--- src/rtl/core/skh_pkg.sv ---
// Shared types, constants and a helper function of the string key hash table.
package skh_pkg;

    // Field widths of one transfer
    localparam int KEY_W = 64;
    localparam int LEN_W = 4;
    localparam int VAL_W = 32;

    // Default table size and the longest key that is kept
    localparam int TABLE_ENTRIES_DEF = 64;
    localparam int KEY_MAX_BYTES     = 8;

    // Load bound: a put is refused while (count + 1) * LOAD_DEN >= size * LOAD_NUM
    localparam int LOAD_NUM = 7;
    localparam int LOAD_DEN = 10;

    // 64-bit FNV-1a rounds from a start value that is not the standard FNV offset basis; the prime is 2^40 + 0x1B3
    localparam logic [63:0] FNV_BASIS       = 64'd1469598103934665603;
    localparam int          FNV_PRIME_SHIFT = 40;
    localparam logic [63:0] FNV_PRIME_LOW   = 64'h1B3;

    // Operation codes
    localparam logic OP_PUT = 1'b0;
    localparam logic OP_GET = 1'b1;

    // Status codes
    localparam logic STATUS_DONE = 1'b0;
    localparam logic STATUS_FULL = 1'b1;

    typedef struct packed {
        logic             operation;
        logic [KEY_W-1:0] key_bytes;
        logic [LEN_W-1:0] key_length;
        logic [VAL_W-1:0] put_value;
    } in_item_t;

    typedef struct packed {
        logic             status;
        logic             key_found;
        logic [VAL_W-1:0] read_value;
    } out_item_t;

    // One table slot as held in the memory
    typedef struct packed {
        logic             used;
        logic [KEY_W-1:0] key;
        logic [LEN_W-1:0] key_length;
        logic [VAL_W-1:0] value;
    } slot_entry_t;

    // One FNV-1a round: xor in the byte, multiply by the prime (mod 2^64)
    function automatic logic [63:0] fnv_step(input logic [63:0] h, input logic [7:0] b);
        logic [63:0] x;
        x = h ^ {56'd0, b};
        return (x << FNV_PRIME_SHIFT) + 64'(x * FNV_PRIME_LOW);
    endfunction

endpackage

--- src/rtl/core/skh_ram.sv ---
// Generic single-write, single-read RAM with registered read data.
module skh_ram
    import skh_pkg::*;
#(
    parameter int WIDTH = 8,
    parameter int DEPTH = 64
) (
    input  logic                     aclk,
    input  logic                     we,
    input  logic [$clog2(DEPTH)-1:0] waddr,
    input  logic [WIDTH-1:0]         wdata,
    input  logic [$clog2(DEPTH)-1:0] raddr,
    output logic [WIDTH-1:0]         rdata
);

    logic [WIDTH-1:0] mem [DEPTH];
    logic [WIDTH-1:0] rdata_reg;

    always_ff @(posedge aclk) begin
        if (we) begin
            mem[waddr] <= wdata;
        end
        rdata_reg <= mem[raddr];
    end

    assign rdata = rdata_reg;

endmodule

--- config.mk ---
export PLATFORM = sky130hd
export DESIGN_NAME = skh_ram
export DESIGN_NICKNAME = d
export VERILOG_FILES = /design/src/rtl/core/skh_pkg.sv /design/src/rtl/core/skh_ram.sv
export SDC_FILE = /design/constraint.sdc
export NUM_CORES = 1
export LEC_CHECK = 0
export BUFFER_PORTS_ARGS = -buffer_cell sky130_fd_sc_hd__buf_2
export CAP_MARGIN = 30
export CORE_MARGIN = 5
export CORE_UTILIZATION = 30
export CTS_CLUSTER_DIAMETER = 80
export DETAILED_ROUTE_END_ITERATION = 6
export SKIP_CTS_REPAIR_TIMING = 1
export SLEW_MARGIN = 5
export SYNTH_ARGS = -nofsm -noshare
export SYNTH_HDL_FRONTEND = slang
export SYNTH_SLANG_ARGS = --single-unit
--- constraint.sdc ---
create_clock -name aclk -period 3.61 [get_ports aclk]
set_input_delay 0.1805 -clock aclk [delete_from_list [all_inputs] [get_ports aclk]]
set_output_delay 0.1805 -clock aclk [all_outputs]
set_load 0.01 [all_outputs]
# Yosys cells after proc, flatten, opt, wreduce, memory -nomap -nowiden
# Memories as Yosys holds them, arrays and structs flattened. A register that Yosys moved wholly into a read port is not among the register bits.
# Index checks and enable logic that the tools add are counted.
# op_classes
n_mux	2
# op_table
cell	n
$mux W1	2
# totals
regBits	0
ramBits	512
in_bits	22
out_inout_bits	8
elab_cells	3
memories	1
# memory_table
name	depth	width	rd	rd_ports_with_merged_regs	write_ports	line_no	text
mem	64	8	1	1	1	skh_ram.sv:16	logic [WIDTH-1:0] mem [DEPTH];

# Depth between registers and ports, before layout
# depth
depth_word	2
depth_mapped	9
mapped_depth_nobuf	5

# Worst setup path before layout
# OpenSTA, ideal clock, no wires.
# synth_timing
kind	input to register
from	input port raddr[1]
to	register rdata_reg[3] (netlist: rdata[3]) (read register of mem)
setup_time_ps	128
t_arrival_ps	1720
t_required_ps	3482
setup_slack_ps	1762
stages	7
n_path_buf	3
cell_sequence	buf_4 buf_2 buf_2 mux4_2 mux4_2 o21ai_1 o41ai_1
# synth_lines
element	line_no	text
start: declaration	skh_ram.sv:12	input logic [$clog2(DEPTH)-1:0] raddr,
end: declaration	skh_ram.sv:17	logic [WIDTH-1:0] rdata_reg;

==> results.json <==
{
  "outcome": "completed",
  "max_slew_margin_pct": 34.1,
  "dp_slack_ps": 646,
  "drcViolationCount": 0,
  "gp_congestion": 0.787,
  "grt_pass1_vias": 9967,
  "initial_core_util_pct": 30.1,
  "htree_levels": 2,
  "die_h_um": 269,
  "tns_ps": 0,
  "largest_reg_flops": 512,
  "critPathLaunchType": "input pin",
  "syn_to_final_growth_pct": 15.1,
  "power.switching_w": 0.00264,
  "p_leak_nw": 7.15,
  "fp.dieW_um": 269,
  "whs_path_depth": 3,
  "crit_type": "input pin to register",
  "gr-total-overflow": 0,
  "grt_pass1_wl_um": 68500,
  "critPathMaxStageDelay_ps": 600,
  "synth_top_area_share_pct": 76.2,
  "synth_cell_types": 40,
  "grt_max_degree": 65,
  "max_freq_ghz": 0.430,
  "wl_per_cell_um": 24.0,
  "antenna_found_initial": 6,
  "synth_edf_count": 512,
  "fin_skew_ps": 22.3,
  "fin_ws_ps": 1280,
  "ant_nets": 0,
  "die_area_um2": 72500,
  "combPwrFrac_pct": 5.0,
  "critical_path_required_ps": 4070,
  "worst-path-stages": 6,
  "power_density_nw_per_um2": 544,
  "cts_buffers": 51,
  "ys_seq_elements": 520,
  "core_area_um2": 66900,
  "worstPathMaxFanout": 48,
  "cp_top_family": "buffers and inverters",
  "finalCriticalPeriod_ps": 2330,
  "crit_chain": "buf_4, buf_4, mux4_2, mux4_2, nor2_1, o32ai_1",
  "ys_top_cells_by_area": "edfxtp_1 76%, mux4_2 14%, nor2_1 1.5%",
  "cts_tree": "done",
  "synth-main-ff-cell": "edfxtp_1",
  "track_usage_pct": 12.5,
  "drive_above_1_share_pct": 27.6,
  "rows": 95,
  "syn_inst": 940,
  "nets": 1037,
  "drt-total-wl_um": 46500,
  "gr-usage-met1_pct": 17.8,
  "grt_util_met2_pct": 19.2,
  "synth_nets": 962,
  "synth.avg_cell_area_um2": 21.5,
  "drt_pre_antenna_iters": 5,
  "hold_class": "input pin to register",
  "dp_hpwl_um": 28600,
  "cts-root-buf": "clkbuf_16",
  "cts.clk_slew.worst_paths_ps": 60,
  "drtIter0Drc": 992,
  "viasPerCell": 5.03,
  "synth_area_um2": 20200,
  "hold_ws_ps": 9.39,
  "finalCritPeriodShare_pct": 64.4,
  "synthArstFlopShare_pct": 0,
  "worst_slew_pin_slew_ps": 984,
  "switching_share_pct": 20.9,
  "drv_cap": 0,
  "rr_worst_depth": 4,
  "total_power_w": 0.0126,
  "critPathCaptureType": "register",
  "cpMaxStageDelayCell": "buf_4",
  "power_frac_seq_pct": 53.1,
  "io_pins": 30,
  "fillers": 6187,
  "clock_latency_ps": 600,
  "cts_buffer_depth": 3,
  "grt_setup_unrepaired": "false",
  "setup_violations": 0,
  "busiest_layer": "met2",
  "clkPwrFrac_pct": 42.0,
  "crit_buf_inv": 2,
  "irDropWorstVdd_mv": 0.344,
  "p_int_w": 0.00999,
  "yosysWarningCount": 0,
  "maxSlewViolCount": 0,
  "met3_usage_pct": 3.59,
  "cp_data_arrival_time_ps": 2790,
  "io_buffers": 29,
  "clock-sinks": 520,
  "yosysSeqAreaShare_pct": 77.0,
  "via_count": 9722,
  "final_hold_viol_count": 0,
  "synth.largest_area_cell": "edfxtp_1"
}
==> per-stage QoR <==
| step | util, % | instance area (um^2) | instances |
|---|---|---|---|
| after floorplan | - | 20200 | 940 |
| after global placement | 31.8 | 21300 | 1816 |
| after detailed placement | 32.0 | 21400 | 1821 |
| after CTS | 34.5 | 23100 | 1916 |
| after global routing | 34.7 | 23200 | 1932 |
| final | 34.7 | 23200 | 1932 |
==> synthesized netlist by cell type, types with 3 or more instances <==
master     count
edfxtp_1     512
mux4_2       126
nor2_1        83
mux2i_1       23
nand2_1       19
clkbuf_1      17
nor2b_1       14
buf_4         13
mux2_2        13
nand3_1       13
buf_2         11
dfxtp_1        8
o221ai_1       8
o22ai_1        8
nand2b_1       7
nor3_1         7
a221oi_1       6
a211oi_1       4
buf_1          4
buf_6          4
a21oi_1        3
a22oi_1        3
nand3b_1       3
o2111ai_1      3
o2bb2ai_1      3
==> layout make-up <==
cell class | instances | area [um^2] | share of cell area, %
Sequential cell | 520 | 15500 | 66.9
Timing Repair Buffer | 73 | 589 | 2.54
Multi-Input combinational cell | 369 | 4330 | 18.6
Clock buffer | 59 | 1330 | 5.72
Antenna cell | 2 | 5.00 | 0.0216
Tap cell | 873 | 1090 | 4.71
Clock inverter | 36 | 340 | 1.47
==> power groups by stage <==
stage	Clock, W	Sequential, W	Combinational (W)
2_1_floorplan	0	0.00683	0.000356
3_3_place_gp	0	0.00684	0.000601
3_5_place_dp	0	0.00683	0.000626
4_1_cts	0.00542	0.00670	0.000629
5_1_grt	0.00568	0.00670	0.000670
6_report	0.00530	0.00670	0.000625
==> routing by layer <==
metal / wire length [um] / vias to the layer above
met5: 32 / -
met4: 972 / 6
met3: 4200 / 66
met2: 21200 / 388
met1: 20000 / 5165
li1: - / 4097
==> worst min-delay path, cell delays in order <==
cell and delay, ps:
buf_2 210, nand2_1 100, o2bb2ai_1 60
==> logic make-up after synthesis <==
kind of cell	synth area share [%]
flip-flops	77.0
multiplexers	15.9
buffers and inverters	1.57
AO/OA/AOI/OAI	2.07
AND/OR/NAND/NOR	3.39
==> final timing paths <==
kind               to  slack [ps]  startpoint
max          rdata[4]        1280    raddr[1]
min          rdata[1]           9    raddr[5]
max reg2reg  rdata[7]        1530   mem[4][7]
min reg2reg  rdata[4]         850  mem[30][4]
==> cells in the final DEF (no fill, tap or decap), types with 5 or more instances in the layout <==
cell type	netlist	routed
a221oi_1	6	6
buf_12	2	6
buf_2	11	26
buf_4	13	37
bufinv_16	0	6
clkbuf_1	17	7
clkbuf_16	0	52
clkinv_1	0	10
clkinv_2	0	15
dfxtp_1	8	8
edfxtp_1	512	512
mux2_2	13	13
mux2i_1	23	23
mux4_2	126	126
nand2_1	19	19
nand2b_1	7	7
nand3_1	13	13
nor2_1	83	83
nor2b_1	14	14
nor3_1	7	5
o221ai_1	8	8
o22ai_1	8	8
Note: power is estimated with default switching activity, not from simulation.
