$ cat config.mk
export PLATFORM = sky130hd
export DESIGN_NAME = skh_hash
export DESIGN_NICKNAME = d
export VERILOG_FILES = /design/src/rtl/core/skh_pkg.sv /design/src/rtl/core/skh_hash.sv
export SDC_FILE = /design/constraint.sdc
export NUM_CORES = 1
export LEC_CHECK = 0
export ABC_AREA = 1
export CAP_MARGIN = 20
export CORE_AREA = 2 2 66 93
export CTS_BUF_LIST = sky130_fd_sc_hd__clkbuf_2
export DETAILED_ROUTE_END_ITERATION = 16
export DIE_AREA = 0 0 68 95
export DONT_BUFFER_PORTS = 1
export GPL_ROUTABILITY_DRIVEN = 0
export PLACE_DENSITY = 0.75
export SLEW_MARGIN = 20
export SYNTH_ARGS = -nofsm -noshare
export SYNTH_HDL_FRONTEND = slang
export SYNTH_SLANG_ARGS = --single-unit
$ cat constraint.sdc
create_clock -name aclk -period 5.1 [get_ports aclk]
set_clock_uncertainty 0.05 [all_clocks]
set_input_delay 0.51 -clock aclk [delete_from_list [all_inputs] [get_ports aclk]]
set_output_delay 0.51 -clock aclk [all_outputs]
set_load 0.02 [all_outputs]
$ cat src/rtl/core/skh_pkg.sv
// Shared types, constants and a helper function of the string key hash table.
package skh_pkg;

    // Field widths of one transfer
    localparam int KEY_W = 64;
    localparam int LEN_W = 4;
    localparam int VAL_W = 32;

    // Default table size and the longest key that is kept
    localparam int TABLE_ENTRIES_DEF = 64;
    localparam int KEY_MAX_BYTES     = 8;

    // Load bound: a put is refused while (count + 1) * LOAD_DEN >= size * LOAD_NUM
    localparam int LOAD_NUM = 7;
    localparam int LOAD_DEN = 10;

    // 64-bit FNV-1a rounds from a start value that is not the standard FNV offset basis; the prime is 2^40 + 0x1B3
    localparam logic [63:0] FNV_BASIS       = 64'd1469598103934665603;
    localparam int          FNV_PRIME_SHIFT = 40;
    localparam logic [63:0] FNV_PRIME_LOW   = 64'h1B3;

    // Operation codes
    localparam logic OP_PUT = 1'b0;
    localparam logic OP_GET = 1'b1;

    // Status codes
    localparam logic STATUS_DONE = 1'b0;
    localparam logic STATUS_FULL = 1'b1;

    typedef struct packed {
        logic             operation;
        logic [KEY_W-1:0] key_bytes;
        logic [LEN_W-1:0] key_length;
        logic [VAL_W-1:0] put_value;
    } in_item_t;

    typedef struct packed {
        logic             status;
        logic             key_found;
        logic [VAL_W-1:0] read_value;
    } out_item_t;

    // One table slot as held in the memory
    typedef struct packed {
        logic             used;
        logic [KEY_W-1:0] key;
        logic [LEN_W-1:0] key_length;
        logic [VAL_W-1:0] value;
    } slot_entry_t;

    // One FNV-1a round: xor in the byte, multiply by the prime (mod 2^64)
    function automatic logic [63:0] fnv_step(input logic [63:0] h, input logic [7:0] b);
        logic [63:0] x;
        x = h ^ {56'd0, b};
        return (x << FNV_PRIME_SHIFT) + 64'(x * FNV_PRIME_LOW);
    endfunction

endpackage

$ cat src/rtl/core/skh_hash.sv
// Byte-serial FNV-1a hash of a key, reduced to a slot index of the table.
module skh_hash
    import skh_pkg::*;
#(
    parameter int TABLE_ENTRIES = TABLE_ENTRIES_DEF
) (
    input  logic                             aclk,
    input  logic                             aresetn,
    input  logic                             start,
    input  logic [KEY_W-1:0]                 key,
    input  logic [LEN_W-1:0]                 key_len,
    output logic                             done,
    output logic [$clog2(TABLE_ENTRIES)-1:0] slot
);

    localparam int  IDX_W  = $clog2(TABLE_ENTRIES);
    localparam int  REM_W  = IDX_W + 1;
    localparam bit  IS_POW2 = (TABLE_ENTRIES & (TABLE_ENTRIES - 1)) == 0;

    typedef enum logic [2:0] {
        H_IDLE  = 3'b001,
        H_BYTES = 3'b010,
        H_MOD   = 3'b100
    } hash_state_t;

    hash_state_t      state_reg, state_next;
    logic [63:0]      h_reg, h_next;
    logic [KEY_W-1:0] key_reg, key_next;
    logic [LEN_W-1:0] len_reg, len_next;
    logic [3:0]       cnt_reg, cnt_next;
    logic [IDX_W-1:0] rem_reg, rem_next;
    logic [IDX_W-1:0] slot_reg, slot_next;
    logic             done_reg, done_next;

    logic [63:0]      h_step;
    logic [63:0]      h_cur;
    logic             last_byte;
    logic [REM_W-1:0] mod_acc;
    logic [IDX_W-1:0] mod_rem;

    // One hash round on the current byte
    assign h_step    = fnv_step(h_reg, key_reg[{cnt_reg[2:0], 3'b000} +: 8]);
    assign h_cur     = ({1'b0, cnt_reg} < {1'b0, len_reg}) ? h_step : h_reg;
    assign last_byte = ({1'b0, cnt_reg} + 5'd1) >= {1'b0, len_reg};

    // Remainder: eight bits of the hash a cycle, most significant first
    always_comb begin
        mod_acc = '0;
        mod_rem = rem_reg;
        for (int b = 7; b >= 0; b--) begin
            mod_acc = {mod_rem, h_reg[56 + b]};
            if (mod_acc >= REM_W'(TABLE_ENTRIES)) begin
                mod_acc = mod_acc - REM_W'(TABLE_ENTRIES);
            end
            mod_rem = mod_acc[IDX_W-1:0];
        end
    end

    // Sequencer
    always_comb begin
        state_next = state_reg;
        h_next     = h_reg;
        key_next   = key_reg;
        len_next   = len_reg;
        cnt_next   = cnt_reg;
        rem_next   = rem_reg;
        slot_next  = slot_reg;
        done_next  = 1'b0;
        case (state_reg)
            H_IDLE: begin
                if (start) begin
                    h_next     = FNV_BASIS;
                    key_next   = key;
                    len_next   = key_len;
                    cnt_next   = '0;
                    state_next = H_BYTES;
                end
            end
            H_BYTES: begin
                h_next   = h_cur;
                cnt_next = cnt_reg + 4'd1;
                if (last_byte) begin
                    if (IS_POW2) begin
                        slot_next  = h_cur[IDX_W-1:0];
                        done_next  = 1'b1;
                        state_next = H_IDLE;
                    end else begin
                        cnt_next   = '0;
                        rem_next   = '0;
                        state_next = H_MOD;
                    end
                end
            end
            H_MOD: begin
                h_next   = h_reg << 8;
                rem_next = mod_rem;
                cnt_next = cnt_reg + 4'd1;
                if (cnt_reg == 4'd7) begin
                    slot_next  = mod_rem;
                    done_next  = 1'b1;
                    state_next = H_IDLE;
                end
            end
            default: begin
                state_next = H_IDLE;
            end
        endcase
    end

    // Control registers
    always_ff @(posedge aclk) begin
        if (!aresetn) begin
            state_reg <= H_IDLE;
            done_reg  <= 1'b0;
        end else begin
            state_reg <= state_next;
            done_reg  <= done_next;
        end
    end

    // Datapath registers
    always_ff @(posedge aclk) begin
        h_reg    <= h_next;
        key_reg  <= key_next;
        len_reg  <= len_next;
        cnt_reg  <= cnt_next;
        rem_reg  <= rem_next;
        slot_reg <= slot_next;
    end

    assign done = done_reg;
    assign slot = slot_reg;

endmodule
Yosys cells after proc, flatten, opt, wreduce, memory -nomap -nowiden. Index checks and enable logic that the tools add are counted.

Add/sub/neg operators: 11. $mul: 1. Order comparisons: 10. Equality and inequality tests: 8. Shift-type cells: 1. Mux-type cells: 23. Bitwise gates (word level): 1. Reductions and logical operators: 10.

Operators by type and width (number): $pmux 64 s3 (1); $mux 64 (2); $add 64x64->64 (1); $mul 64x9->64 const B (1); $shiftx 64x7->8 (1); $xor 64x8->64 (1); $mux 6 (10); $ge 7x7->1 const B (8); $sub 6x1->6 const B (8); $pmux 6 s2 (1); $mux 3 (3); $pmux 3 s3 (1); $reduce_and 3->1 (3); $ne 2x2->1 const B (4); $pmux 4 s2 (1); $reduce_and 2->1 (3); $add 4x1->5 const B (1); $ge 5x4->1 (1); $add 4x1->4 const B (1); $eq 4x3->1 const B (1); $lt 4x4->1 (1); $mux 4 (1); $reduce_bool 2->1 (2); $eq 3x1->1 const B (1); other kinds (6) (7).

Register bits after elaboration: 152. Output and inout bits: 7. Logic and storage cells: 74.

Depth between registers and ports, before layout. Gate-level depths: netlist of the first run.

Word-level depth: 18. Gate-level depth with buffers: 25. Depth with buffers taken out: 23.

Worst setup path before layout of the first run. Ideal clock, no wire load.

Path type: reg2reg. Start point: reg cnt_reg[0]. End point: reg h_reg[5], data pin. Setup time: 270 ps. Data arrival time: 3341 ps. Data required time: 4780 ps. Setup slack: 1439 ps. Stages on the path, launching flop included: 20. Period minus slack after synthesis: 3661 ps. Cell sequence: edfxtp_1 buf_6 buf_6 buf_4 o21ai_0 o221ai_1 nand2_1 xor2_1 ha_1 ha_1 ha_1 ha_1 ha_1 xnor2_1 xnor2_1 inv_1 nand3_1 nand3_1 nand3_1 a21oi_1.

Word-level cells in the longest chain between the ends: 6.

RTL lines: from (decl) (line skh_hash.sv:30) `logic [3:0] cnt_reg, cnt_next;`; from (signal assigned) (line skh_hash.sv:126) `cnt_reg <= cnt_next;`; $shiftx 64x7->8 (line skh_hash.sv:42) `assign h_step = fnv_step(h_reg, key_reg[{cnt_reg[2:0], 3'b000} +: 8]);`; $xor 64x8->64 (line skh_pkg.sv:54) `x = h ^ {56'd0, b};`; $mul 64x9->64 (line skh_pkg.sv:55) `return (x << FNV_PRIME_SHIFT) + 64'(x * FNV_PRIME_LOW);`; $add 64x64->64 (line skh_pkg.sv:55); $mux 64 * (line skh_hash.sv:43) `assign h_cur = ({1'b0, cnt_reg} < {1'b0, len_reg}) ? h_step : h_reg;`; $pmux 64 s3 * (line skh_hash.sv:69) `case (state_reg)`; to (signal assigned) (line skh_hash.sv:123) `h_reg <= h_next;`; to (decl) (line skh_hash.sv:27) `logic [63:0] h_reg, h_next;`.

Every way passes the cells marked *; elsewhere a longest branch is shown, timed or not. The select of a mux whose other input is x is not followed. A chain may end at the register's enable or synchronous reset.

Worst setup path after layout of the first run.
Start point: reg cnt_reg[1]. End point: reg slot_reg[5] (netlist: slot[5]), data pin.

Word-level cells in the longest chain between the ends: 7.

RTL lines: $shiftx 64x7->8 (line skh_hash.sv:42); $xor 64x8->64 (line skh_pkg.sv:54); $mul 64x9->64 (line skh_pkg.sv:55); $add 64x64->64 (line skh_pkg.sv:55); $mux 64 * (line skh_hash.sv:43); named net h_cur[5] (line skh_hash.sv:36) `logic [63:0] h_cur;`; $mux 6 * (line skh_hash.sv:82) `if (last_byte) begin`; $pmux 6 s2 * (line skh_hash.sv:69); to (signal assigned) (line skh_hash.sv:128) `slot_reg <= slot_next;`; to (decl) (line skh_hash.sv:32) `logic [IDX_W-1:0] slot_reg, slot_next;`.

Mark *: on every way through the listed nets, which the timed path passes. The rest lies on a longest branch. The select of a mux whose other input is x is not followed.

==> qor.yml, run 1 <==
clocking:
  clock_latency_ns: 0.55
  ctsRootBufferMaster: "clkbuf_2"
  cts.sinks: 71
  cts_tree: "done"
  clk_pin_slew_worst_paths_ns: 0.19
  cts.htree.levels: 3
  cts_resized: 0
  clock_path_buffers: 2
  cts_buffers: 9
routing:
  first_pass_iters: 5
  avgViaCountPerCell: 5.29
  drt_wl_total_um: 6730
  wl_per_cell_um: 16.0
  vias: 2227
  ant_nets: 0
  drc: 0
  first_iter_violations: 231
floorplan:
  io_pins: 78
  fp.dieH_um: 95
  rows: 33
  core_area_um2: 5700
  dieArea_um2: 6460
  start_util_pct: 58.3
  chipWidth_um: 68
flow_run:
  cap_violations: 0
worst_hold_path:
  hold_class: "in2reg"
sta:
  slew_headroom_pct: 30.3
  period_share_pct: 79.2
  final.setup.tns_ns: 0
  worst_pin_slew_ns: 1.05
  setup_viol: 0
  rsz0062_at_grt: "false"
  finalMaxSlewViolations: 0
  fin_crit_ns: 4.04
  holdWs_ns: 0.0287
  finalHoldViolCount: 0
  fin_ws_ns: 1.06
  fmax_mhz: 248
yosys:
  synthArstFlopShare_pct: 0
  syn_inst: 289
  synth_top_area_share_pct: 61.5
  ys_seq_area_share_pct: 63.3
  synth.area.top_cells: "edfxtp_1, ha_1, nand2_1"
  synth_seq_cells: 71
  yosysTopAreaCell: "edfxtp_1"
  yosys_warnings: 0
  synth_edf_count: 68
  postSynthAreaPerCell_um2: 11.5
  ys_types: 28
  syn_nets: 380
  synth-main-ff-cell: "edfxtp_1"
  syn_area_um2: 3320
grt:
  antenna_found_initial: 0
  grt_max_degree: 53
  grt_pass1_wl_um: 9350
  grt_pass1_vias: 2073
  grt-ovfl-total: 0
  track_usage_pct: 20.4
run_status:
  status: "completed"
finish:
  drive_above_1_share_pct: 8.55
  syn_to_final_growth_pct: 21.7
  largest_reg_flops: 48
  fin_nets: 437
  antennaDiodeCount: 0
  fill_cells: 399
setup_path:
  required_ns: 5.36
  path_class: "reg2reg"
  path_max_fanout: 16
  crit_path_start_kind: "flip-flop"
  arrival_ns: 4.29
  crit_path_end_kind: "flip-flop"
placement:
  post-dp-hpwl_um: 3650
  pre_cts_slack_ns: 1.12
  io_buffer_count: 0
power:
  peakVddDrop_v: 0.000308
  p_leak_nw: 1.67
  power_density_nw_per_um2: 350
[synth_stat cells (3+ instances only)]
cell / count
nand2_2: 3
o21ai_1: 5
dfxtp_1: 3
o21ai_0: 19
xor2_1: 4
o22ai_1: 5
ha_1: 20
buf_6: 3
xnor2_1: 3
nor2_1: 28
edfxtp_1: 68
o221ai_1: 3
inv_1: 37
nand3_2: 4
nand2_1: 51
nand3_1: 16
[metrics by stage]
step | utilization [%] | instance area (um2) | std cells | power, mW
after floorplan | - | 3320 | 289 | 0.918
after global placement | 58.7 | 3350 | 352 | 0.956
after detailed placement | 58.7 | 3350 | 352 | 0.966
after CTS | 67.8 | 3860 | 403 | 1.40
after global routing | 70.9 | 4040 | 421 | 1.49
final | 70.9 | 4040 | 421 | 1.41
[cells by family after synthesis]
| family | count (synthesis) | share of synthesized area (%) |
|---|---|---|
| AOI/OAI and AO/OA | 36 | 6.10 |
| xor gates and xnor gates | 8 | 2.34 |
| adders and majority gates | 20 | 7.53 |
| buffers and inverters | 49 | 7.08 |
| DFF | 71 | 63.3 |
| and+or+nand+nor | 105 | 13.7 |
[placed cells by master (no fill, tap or decap), drive strengths merged, types with 2 or more instances in the layout]
| cell type | netlist | final |
|---|---|---|
| edfxtp | 68 | 68 |
| nand2 | 54 | 54 |
| dlygate4sd3 | 0 | 53 |
| inv | 40 | 41 |
| nor2 | 28 | 28 |
| o21ai | 24 | 24 |
| ha | 20 | 20 |
| nand3 | 20 | 20 |
| clkbuf | 1 | 9 |
| o22ai | 5 | 5 |
| xor2 | 5 | 5 |
| o221ai | 3 | 3 |
| xnor2 | 3 | 3 |
| bufinv | 0 | 3 |
| dfxtp | 3 | 3 |
| o211ai | 2 | 2 |
| a21oi | 2 | 2 |
| buf | 8 | 2 |
| clkinv | 0 | 2 |
[final timing paths]
path	depth (start not counted)	start	to	slack [ns]
worst max-delay path	17	cnt_reg[1]$_SDFFCE_PN0P_	slot[5]$_DFFE_PP_	1.06
worst min-delay path	2	aresetn	done$_SDFF_PN0_	0.03
worst max register to register	17	cnt_reg[1]$_SDFFCE_PN0P_	slot[5]$_DFFE_PP_	1.06
worst min register to register	3	state_reg[0]$_SDFFE_PN1P_	done$_SDFF_PN0_	0.52
[worst max-delay path, cell delays in order, from the launching register on]
cell      delay (ns)
edfxtp_1        0.69
inv_2           0.32
o21ai_0         0.16
o221ai_1        0.16
nand2_1         0.10
xor2_1          0.21
ha_1            0.27
ha_1            0.30
ha_1            0.27
ha_1            0.28
ha_1            0.21
xnor2_1         0.14
xnor2_1         0.23
inv_1           0.06
nand3_1         0.10
nand3_1         0.08
nand3_1         0.11
nand2_1         0.08
[power breakdown]
group,switching [mW],leakage (nW),total [mW],internal [mW]
Clock,0.208,0.0925,0.421,0.213
Sequential,0.0175,0.668,0.708,0.690
Combinational,0.165,0.909,0.284,0.119
[final cells by class]
cell class	instances	area [um2]	share of cell area, %
multi-input combinational	169	985	24.4
inverter	40	158	3.90
clock buffer	9	45.0	1.11
tap	70	87.6	2.17
clock inverter	7	120	2.97
sequential	71	2100	52.0
timing repair buffer	55	546	13.5
[metal layers]
metal | share of wire (%) | wire (um) | track usage, % | vias to the layer above
li1 | - | - | - | 1098
met1 | 37 | 2500 | 24.0 | 1042
met2 | 57 | 3810 | 33.8 | 81
met3 | 5.2 | 347 | 6.79 | 6
met4 | 1.1 | 73 | 8.17 | 0
met5 | 0 | 0 | 0 | -
[repair_timing]
action                    CTS  global route
hold endpoints to repair   35            18
setup buffers               0             0
hold buffers               35            18
No activity file was read; power rests on OpenSTA's default activity.
==> run 2: changes to the inputs <==
--- a/config.mk
+++ b/config.mk
@@ -5,15 +5,15 @@
 export SDC_FILE = /design/constraint.sdc
 export NUM_CORES = 1
 export LEC_CHECK = 0
-export ABC_AREA = 1
+export ABC_AREA = 0
 export CAP_MARGIN = 20
-export CORE_AREA = 2 2 66 93
+export CORE_AREA = 2 2 65 92
 export CTS_BUF_LIST = sky130_fd_sc_hd__clkbuf_2
 export DETAILED_ROUTE_END_ITERATION = 16
-export DIE_AREA = 0 0 68 95
+export DIE_AREA = 0 0 67 94
 export DONT_BUFFER_PORTS = 1
 export GPL_ROUTABILITY_DRIVEN = 0
-export PLACE_DENSITY = 0.75
+export PLACE_DENSITY = 0.74
 export SLEW_MARGIN = 20
 export SYNTH_ARGS = -nofsm -noshare
 export SYNTH_HDL_FRONTEND = slang
==> constraint.sdc (replaced) <==
create_clock -name aclk -period 4.23 [get_ports aclk]
set_clock_uncertainty 0.05 [all_clocks]
set_input_delay 0.423 -clock aclk [delete_from_list [all_inputs] [get_ports aclk]]
set_output_delay 0.423 -clock aclk [all_outputs]
set_load 0.02 [all_outputs]
==> qor.yml, run 2 <==
run_status:
  status: "completed"
clocking:
  cts_buffers: 9  # unchanged
  cts_tree: "done"
  cts.htree.levels: 3  # unchanged
  cts.sinks: 71  # unchanged
  ctsRootBufferMaster: "clkbuf_2"
  clock_path_buffers: 2  # unchanged
  clock_latency_ns: 0.50  # -0.05 ns
  clk_pin_slew_worst_paths_ns: 0.20  # about the same
placement:
  post-dp-hpwl_um: 3690  # +1.2%
  pre_cts_slack_ns: -0.0963  # -1.21 ns
  dp_cells: 256  # -27%
  io_buffer_count: 0  # unchanged
routing:
  ant_nets: 0  # unchanged
  first_iter_violations: 127  # -45%
  vias: 1923  # -14%
  avgViaCountPerCell: 5.84  # +10%
  drc: 0  # unchanged
  first_pass_iters: 7  # +2
  drt_wl_total_um: 6610  # -1.8%
  wl_per_cell_um: 20.1  # +26%
grt:
  track_usage_pct: 22.8  # +2.4 points
  grt-ovfl-total: 0  # unchanged
  antenna_found_initial: 0  # unchanged
  grt_max_degree: 53  # unchanged
  grt_pass1_wl_um: 10000  # +6.9%
  grt_pass1_vias: 2052  # -1.0%
floorplan:
  fp.dieH_um: 94  # -1.1%
  core_area_um2: 5450  # -4.4%
  rows: 32  # -3.0%
  chipWidth_um: 67  # -1.5%
  dieArea_um2: 6300  # -2.5%
  io_pins: 78  # unchanged
  start_util_pct: 59.2  # +0.91 points
setup_path:
  cp_cell_sequence: "buf_6 > mux2i_2 > mux4_2 > xnor2_4 > ha_4 > ha_4 > ha_4 > ha_1 > ha_2 > xnor2_2 > xnor2_1 > xnor3_1 > xnor2_2 > a211oi_2"
  slowest_stage: "edfxtp_1"
  arrival_ns: 4.27  # -0.02 ns
  cpMostUsedCell: "ha_4"
  path_class: "reg2reg"
  r2r_start: "cnt_reg[0]$_SDFFCE_PN0P_"
  r2r_slack_ns: 0.18  # -0.89 ns
  endpoint: "h_reg[5]$_SDFFCE_PN0P_"
  cpPeakStageDelay_ns: 0.55  # -0.14 ns
  crit_path_end_kind: "flip-flop"
  required_ns: 4.45  # -0.91 ns
  critPathLaunch: "cnt_reg[0]$_SDFFCE_PN0P_"
  ff2ff_path_depth: 14  # -3
  rr_endpoint: "h_reg[5]$_SDFFCE_PN0P_"
  path_max_fanout: 5  # -11
  crit_path_start_kind: "flip-flop"
power:
  p_int_mw: 1.35  # +32%
  peakVddDrop_v: 0.000360  # +17%
  power_frac_comb_pct: 26.7  # +6.6 points
  p_clk_share_pct: 27.2  # -2.6 points
  seq_power_share_pct: 46.1  # -4.0 points
  p_leak_nw: 1.54  # -7.7%
  finalPower_mw: 1.87  # +32%
  power_density_nw_per_um2: 450  # +29%
  swShare_pct: 27.6  # -0.087 points
  power_switching_mw: 0.514  # +32%
sta:
  fin_crit_ns: 4.05  # +0.0171 ns
  finalHoldViolCount: 0  # unchanged
  setup_viol: 0  # unchanged
  worst_pin_slew_ns: 1.04  # -0.00686 ns
  fin_ws_ns: 0.175  # -0.887 ns
  finalMaxSlewViolations: 0  # unchanged
  rsz0062_at_grt: "false"
  holdWs_ns: 0.218  # +0.190 ns
  fmax_mhz: 247  # -0.42%
  final.setup.tns_ns: 0  # unchanged
  period_share_pct: 95.9  # +17 points
  slew_headroom_pct: 30.8  # +0.46 points
yosys:
  ys_types: 31  # +11%
  yosysTopAreaCell: "edfxtp_1"
  synthArstFlopShare_pct: 0  # unchanged
  syn_nets: 278  # -27%
  yosys_warnings: 0  # unchanged
  ys_seq_area_share_pct: 65.2  # +1.9 points
  synth-main-ff-cell: "edfxtp_1"
  synth_edf_count: 68  # unchanged
  postSynthAreaPerCell_um2: 17.2  # +50%
  syn_inst: 187  # -35%
  synth_most_common_cell: "edfxtp_1"
  syn_area_um2: 3220  # -2.9%
  synth_common_cells: "edfxtp_1, ha_1, mux2i_1"
  synth_top_area_share_pct: 63.3  # +1.9 points
  synth_seq_cells: 71  # unchanged
  synth.area.top_cells: "edfxtp_1, ha_1, mux4_1"
finish:
  final_cells: 329  # -22%
  largest_reg_flops: 48  # unchanged
  final_cell_mix: "edfxtp_1, dlygate4sd3_1, ha_1"
  final_common_cell: "edfxtp_1"
  syn_to_final_growth_pct: 28.4
  fin_nets: 347  # -21%
  antennaDiodeCount: 0  # unchanged
  drive_above_1_share_pct: 18.8  # +10 points
worst_hold_path:
  hold_class: "in2reg"
flow_run:
  cap_violations: 0  # unchanged
-- run 2: cell types whose count changed in the layout (fill, tap and decap cells not counted), sizes merged, moves of 4 or more --
cell / previous run / this run
o22ai: 5 / 0
nand2: 54 / 9
mux2i: 0 / 12
o21a: 0 / 4
o21ai: 24 / 6
xnor2: 3 / 11
nand3: 20 / 7
nor2: 28 / 3
mux4: 0 / 10
inv: 41 / 7
buf: 2 / 10
-- run 2: power groups by stage --
stage | clock, mW | combinational (mW) | sequential, mW
2_1_floorplan | 0 | 0.275 | 0.862
3_3_place_gp | 0 | 0.320 | 0.867
3_5_place_dp | 0 | 0.353 | 0.871
4_1_cts | 0.511 | 0.424 | 0.855
5_1_grt | 0.541 | 0.541 | 0.864
6_report | 0.507 | 0.498 | 0.860
-- run 2: cell families (layout without fill, tap and decap cells) --
| group | count (synthesis) | count (layout) | share of synthesized area (%) |
|---|---|---|---|
| flops | 71 | 71 | 65.2 |
| simple gates | 30 | 30 | 4.70 |
| mux | 22 | 22 | 11.6 |
| fa+ha+maj | 20 | 20 | 7.76 |
| compound gates | 19 | 19 | 3.69 |
| xor+xnor | 14 | 14 | 4.46 |
| buf+inv | 11 | 85 | 2.56 |
-- run 2: layout make-up --
class                   instances  area (um2)
clock buffers                   9        45.0
clock inverters                 7         120
multi-input cells             105        1140
well taps                      68        85.1
repair buffers                 63         624
inverters                       6        22.5
flip-flops and latches         71        2100
fillers                       320        1310
-- run 2: worst min-delay path by stage --
| stage | depth (start not counted) | endpoint | startpoint |
|---|---|---|---|
| 2_1_floorplan | 1 | state_reg[0]$_SDFFE_PN1P_ | aresetn |
| 3_3_place_gp | 1 | state_reg[0]$_SDFFE_PN1P_ | aresetn |
| 3_5_place_dp | 1 | state_reg[0]$_SDFFE_PN1P_ | aresetn |
| 4_1_cts | 4 | state_reg[0]$_SDFFE_PN1P_ | start |
| 5_1_grt | 4 | state_reg[0]$_SDFFE_PN1P_ | start |
| 6_report | 4 | state_reg[0]$_SDFFE_PN1P_ | start |
-- run 2: timing repair --
action	in CTS	in global routing
endpoints found under the hold margin	55	0
hold buffers	53	0
resized for setup	2	23
endpoints found under the setup margin	2	2
pin swaps	1	11
buffers inserted	1	3
cloned	0	0
-- run 2: stage by stage --
step                      instance area (um2)  util (%)
after floorplan                          3220         -
after global placement                   3290      60.5
after detailed placement                 3290      60.5
after CTS                                4020      73.8
after global routing                     4140      76.0
final                                    4140      76.0
-- run 2: critical path, delay by kind of cell, from the launching register on --
| kind | cells | cell delay, ns |
|---|---|---|
| AO/OA/AOI/OAI | 1 | 0.10 |
| flip-flops | 1 | 0.55 |
| multiplexers | 2 | 0.67 |
| XOR/XNOR | 5 | 1.08 |
| adder cells (fa/ha/maj) | 5 | 1.18 |
| buffers and inverters | 1 | 0.19 |
-- run 2: routing by layer --
metal  share of wire, %  GRT usage (%)
met5                  0              0
met4                3.5           12.4
met3                4.9           5.28
met2                 56           39.9
met1                 35           24.8
==> run 3: changes to the inputs <==
--- a/config.mk
+++ b/config.mk
@@ -13,7 +13,8 @@
 export DIE_AREA = 0 0 67 94
 export DONT_BUFFER_PORTS = 1
 export GPL_ROUTABILITY_DRIVEN = 0
-export PLACE_DENSITY = 0.74
+export PLACE_DENSITY = 0.78
+export SKIP_CTS_REPAIR_TIMING = 1
 export SLEW_MARGIN = 20
 export SYNTH_ARGS = -nofsm -noshare
 export SYNTH_HDL_FRONTEND = slang
==> qor.yml, run 3 (synthesis results as in run 2) <==
run_status:
  status: "completed"
power:
  power_switching_mw: 0.495  # -3.8%
  power_density_nw_per_um2: 424  # -5.9%
  peakVddDrop_v: 0.000276  # -23%
  power_frac_comb_pct: 28.0  # +1.3 points
  swShare_pct: 28.8  # +1.2 points
  p_leak_nw: 1.53  # -0.90%
  seq_power_share_pct: 49.9  # +3.8 points
  p_int_mw: 1.22  # -9.4%
  p_clk_share_pct: 22.1  # -5.1 points
clocking:
  clk_pin_slew_worst_paths_ns: 0.21  # about the same
  clock_latency_ns: 0.53  # +0.03 ns
  cts.htree.levels: 3  # unchanged
  ctsRootBufferMaster: "clkbuf_2"
  clock_path_buffers: 2  # unchanged
  cts_buffers: 9  # unchanged
  cts.sinks: 71  # unchanged
  cts_tree: "done"
finish:
  final_area_um2: 4060  # -2.0%
  fin_nets: 347  # unchanged
  syn_to_final_growth_pct: 25.8
  final_cell_mix: "edfxtp_1, dlygate4sd3_1, ha_1, mux2i_1, clkbuf_2"
  largest_reg_flops: 48  # unchanged
  seqCellArea_um2: 2100  # unchanged
  antennaDiodeCount: 0  # unchanged
  fill_cells: 323  # +0.94%
  final_common_cell: "edfxtp_1"
  multi_input_area_um2: 1120  # -1.9%
  drive_above_1_share_pct: 15.3  # -3.4 points
sta:
  finalHoldViolCount: 0  # unchanged
  final.setup.tns_ns: 0  # unchanged
  worst_pin_slew_ns: 1.05  # +0.0118 ns
  period_share_pct: 97.4  # +1.5 points
  fmax_mhz: 243  # -1.5%
  setup_viol: 0  # unchanged
  finalMaxSlewViolations: 0  # unchanged
  fin_crit_ns: 4.12  # +0.0637 ns
  slew_headroom_pct: 30.0  # -0.78 points
setup_path:
  cpPeakStageDelay_ns: 0.59  # +0.04 ns
  path_max_fanout: 5  # unchanged
  slowest_stage: "edfxtp_1"
  path_class: "reg2reg"
  crit_path_start_kind: "flip-flop"
  cpMostUsedCell: "ha_4"
  arrival_ns: 4.45  # +0.18 ns
  crit_path_end_kind: "flip-flop"
  path_delay_family: "adder cells"
  required_ns: 4.56  # +0.11 ns
  cp.buffers_inverters: 1  # unchanged
  cp_cell_sequence: "buf_6 > mux2i_1 > mux4_2 > xnor2_4 > ha_4 > ha_4 > ha_4 > ha_1 > ha_2 > xnor2_2 > xnor2_1 > xnor3_1 > xnor2_2 > a211oi_2"
placement:
  io_buffer_count: 0  # unchanged
  placed_cell_area_um2: 3290  # unchanged
  post-dp-hpwl_um: 3760  # +1.7%
floorplan:
  dieArea_um2: 6300  # unchanged
  rows: 32  # unchanged
  start_util_pct: 59.2  # unchanged
  core_area_um2: 5450  # unchanged
  fp.dieH_um: 94  # unchanged
  chipWidth_um: 67  # unchanged
  io_pins: 78  # unchanged
grt:
  grt_pass1_wl_um: 7960  # -20%
  grt-ovfl-total: 0  # unchanged
  grt_max_degree: 53  # unchanged
  track_usage_pct: 18.2  # -4.6 points
  grt_pass1_vias: 1683  # -18%
  antenna_found_initial: 0  # unchanged
routing:
  drt_wl_total_um: 6510  # -1.6%
  first_pass_iters: 4  # -3
  avgViaCountPerCell: 5.85  # +0.16%
  first_iter_violations: 127  # unchanged
  ant_nets: 0  # unchanged
  wl_per_cell_um: 19.8  # -1.6%
  drc: 0  # unchanged
  vias: 1926  # +0.16%
worst_hold_path:
  hold_class: "in2reg"
flow_run:
  cap_violations: 0  # unchanged
[run 3: cell count changes in the layout (fill, tap and decap cells not counted), moves of 2 or more]
cell       delta
mux4_1        +4
mux4_2        -4
mux2i_1       +3
buf_4         +2
buf_6         -2
bufinv_16     -2
mux2i_4       -2
[run 3: power groups by stage]
stage	Sequential (mW)	Combinational, mW	Clock (mW)
after global placement	0.867	0.319	0
after detailed placement	0.871	0.343	0
after global routing	0.862	0.525	0.410
after floorplan	0.862	0.275	0
after CTS	0.855	0.350	0.378
final	0.857	0.482	0.380
[run 3: per-stage QoR]
step	cells	worst slack [ns]	util, %	hold slack (ns)	total power, mW
2_1_floorplan	187	0.153	-	0.435	1.14
3_3_place_gp	256	0.0565	60.5	0.436	1.19
3_5_place_dp	256	-0.00324	60.5	0.449	1.21
4_1_cts	272	-0.110	62.5	-0.133	1.58
5_1_grt	329	-0.0205	74.5	0.221	1.80
6_report	329	0.112	74.5	0.181	1.72
[run 3: final timing paths]
kind | start | end | slack [ns] | depth (start not counted)
worst min-delay path | start | state_reg[0]$_SDFFE_PN1P_ | 0.18 | 4
worst min register to register | h_reg[0]$_SDFFCE_PN1P_ | slot[0]$_DFFE_PP_ | 0.66 | 2
worst max-delay path | cnt_reg[0]$_SDFFCE_PN0P_ | h_reg[5]$_SDFFCE_PN0P_ | 0.11 | 14
worst max register to register | cnt_reg[0]$_SDFFCE_PN0P_ | h_reg[5]$_SDFFCE_PN0P_ | 0.11 | 14
[run 3: final cells by class]
type / count / share of cell area (%)
clock buffer: 10 / 1.23
clock inverter: 6 / 1.48
inverter: 6 / 0.555
multi-input combinational: 105 / 27.6
sequential: 71 / 51.8
tap: 68 / 2.10
timing repair buffer: 63 / 15.2
[run 3: per-layer routing]
metal  vias to the layer above  global-route usage (%)  part of all wire (%)
met1                       940                    19.0                    35
met4                         0                    9.69                   3.5
li1                        868                       -                     -
met2                        97                    31.1                    56
met5                         -                       0                     0
met3                        21                    6.59                   5.7
[run 3: tightest hold or removal path, delay by kind of cell]
kind	cells	cell delay [ns]
and+or+nand+nor	3	0.23
AOI/OAI and AO/OA	1	0.10
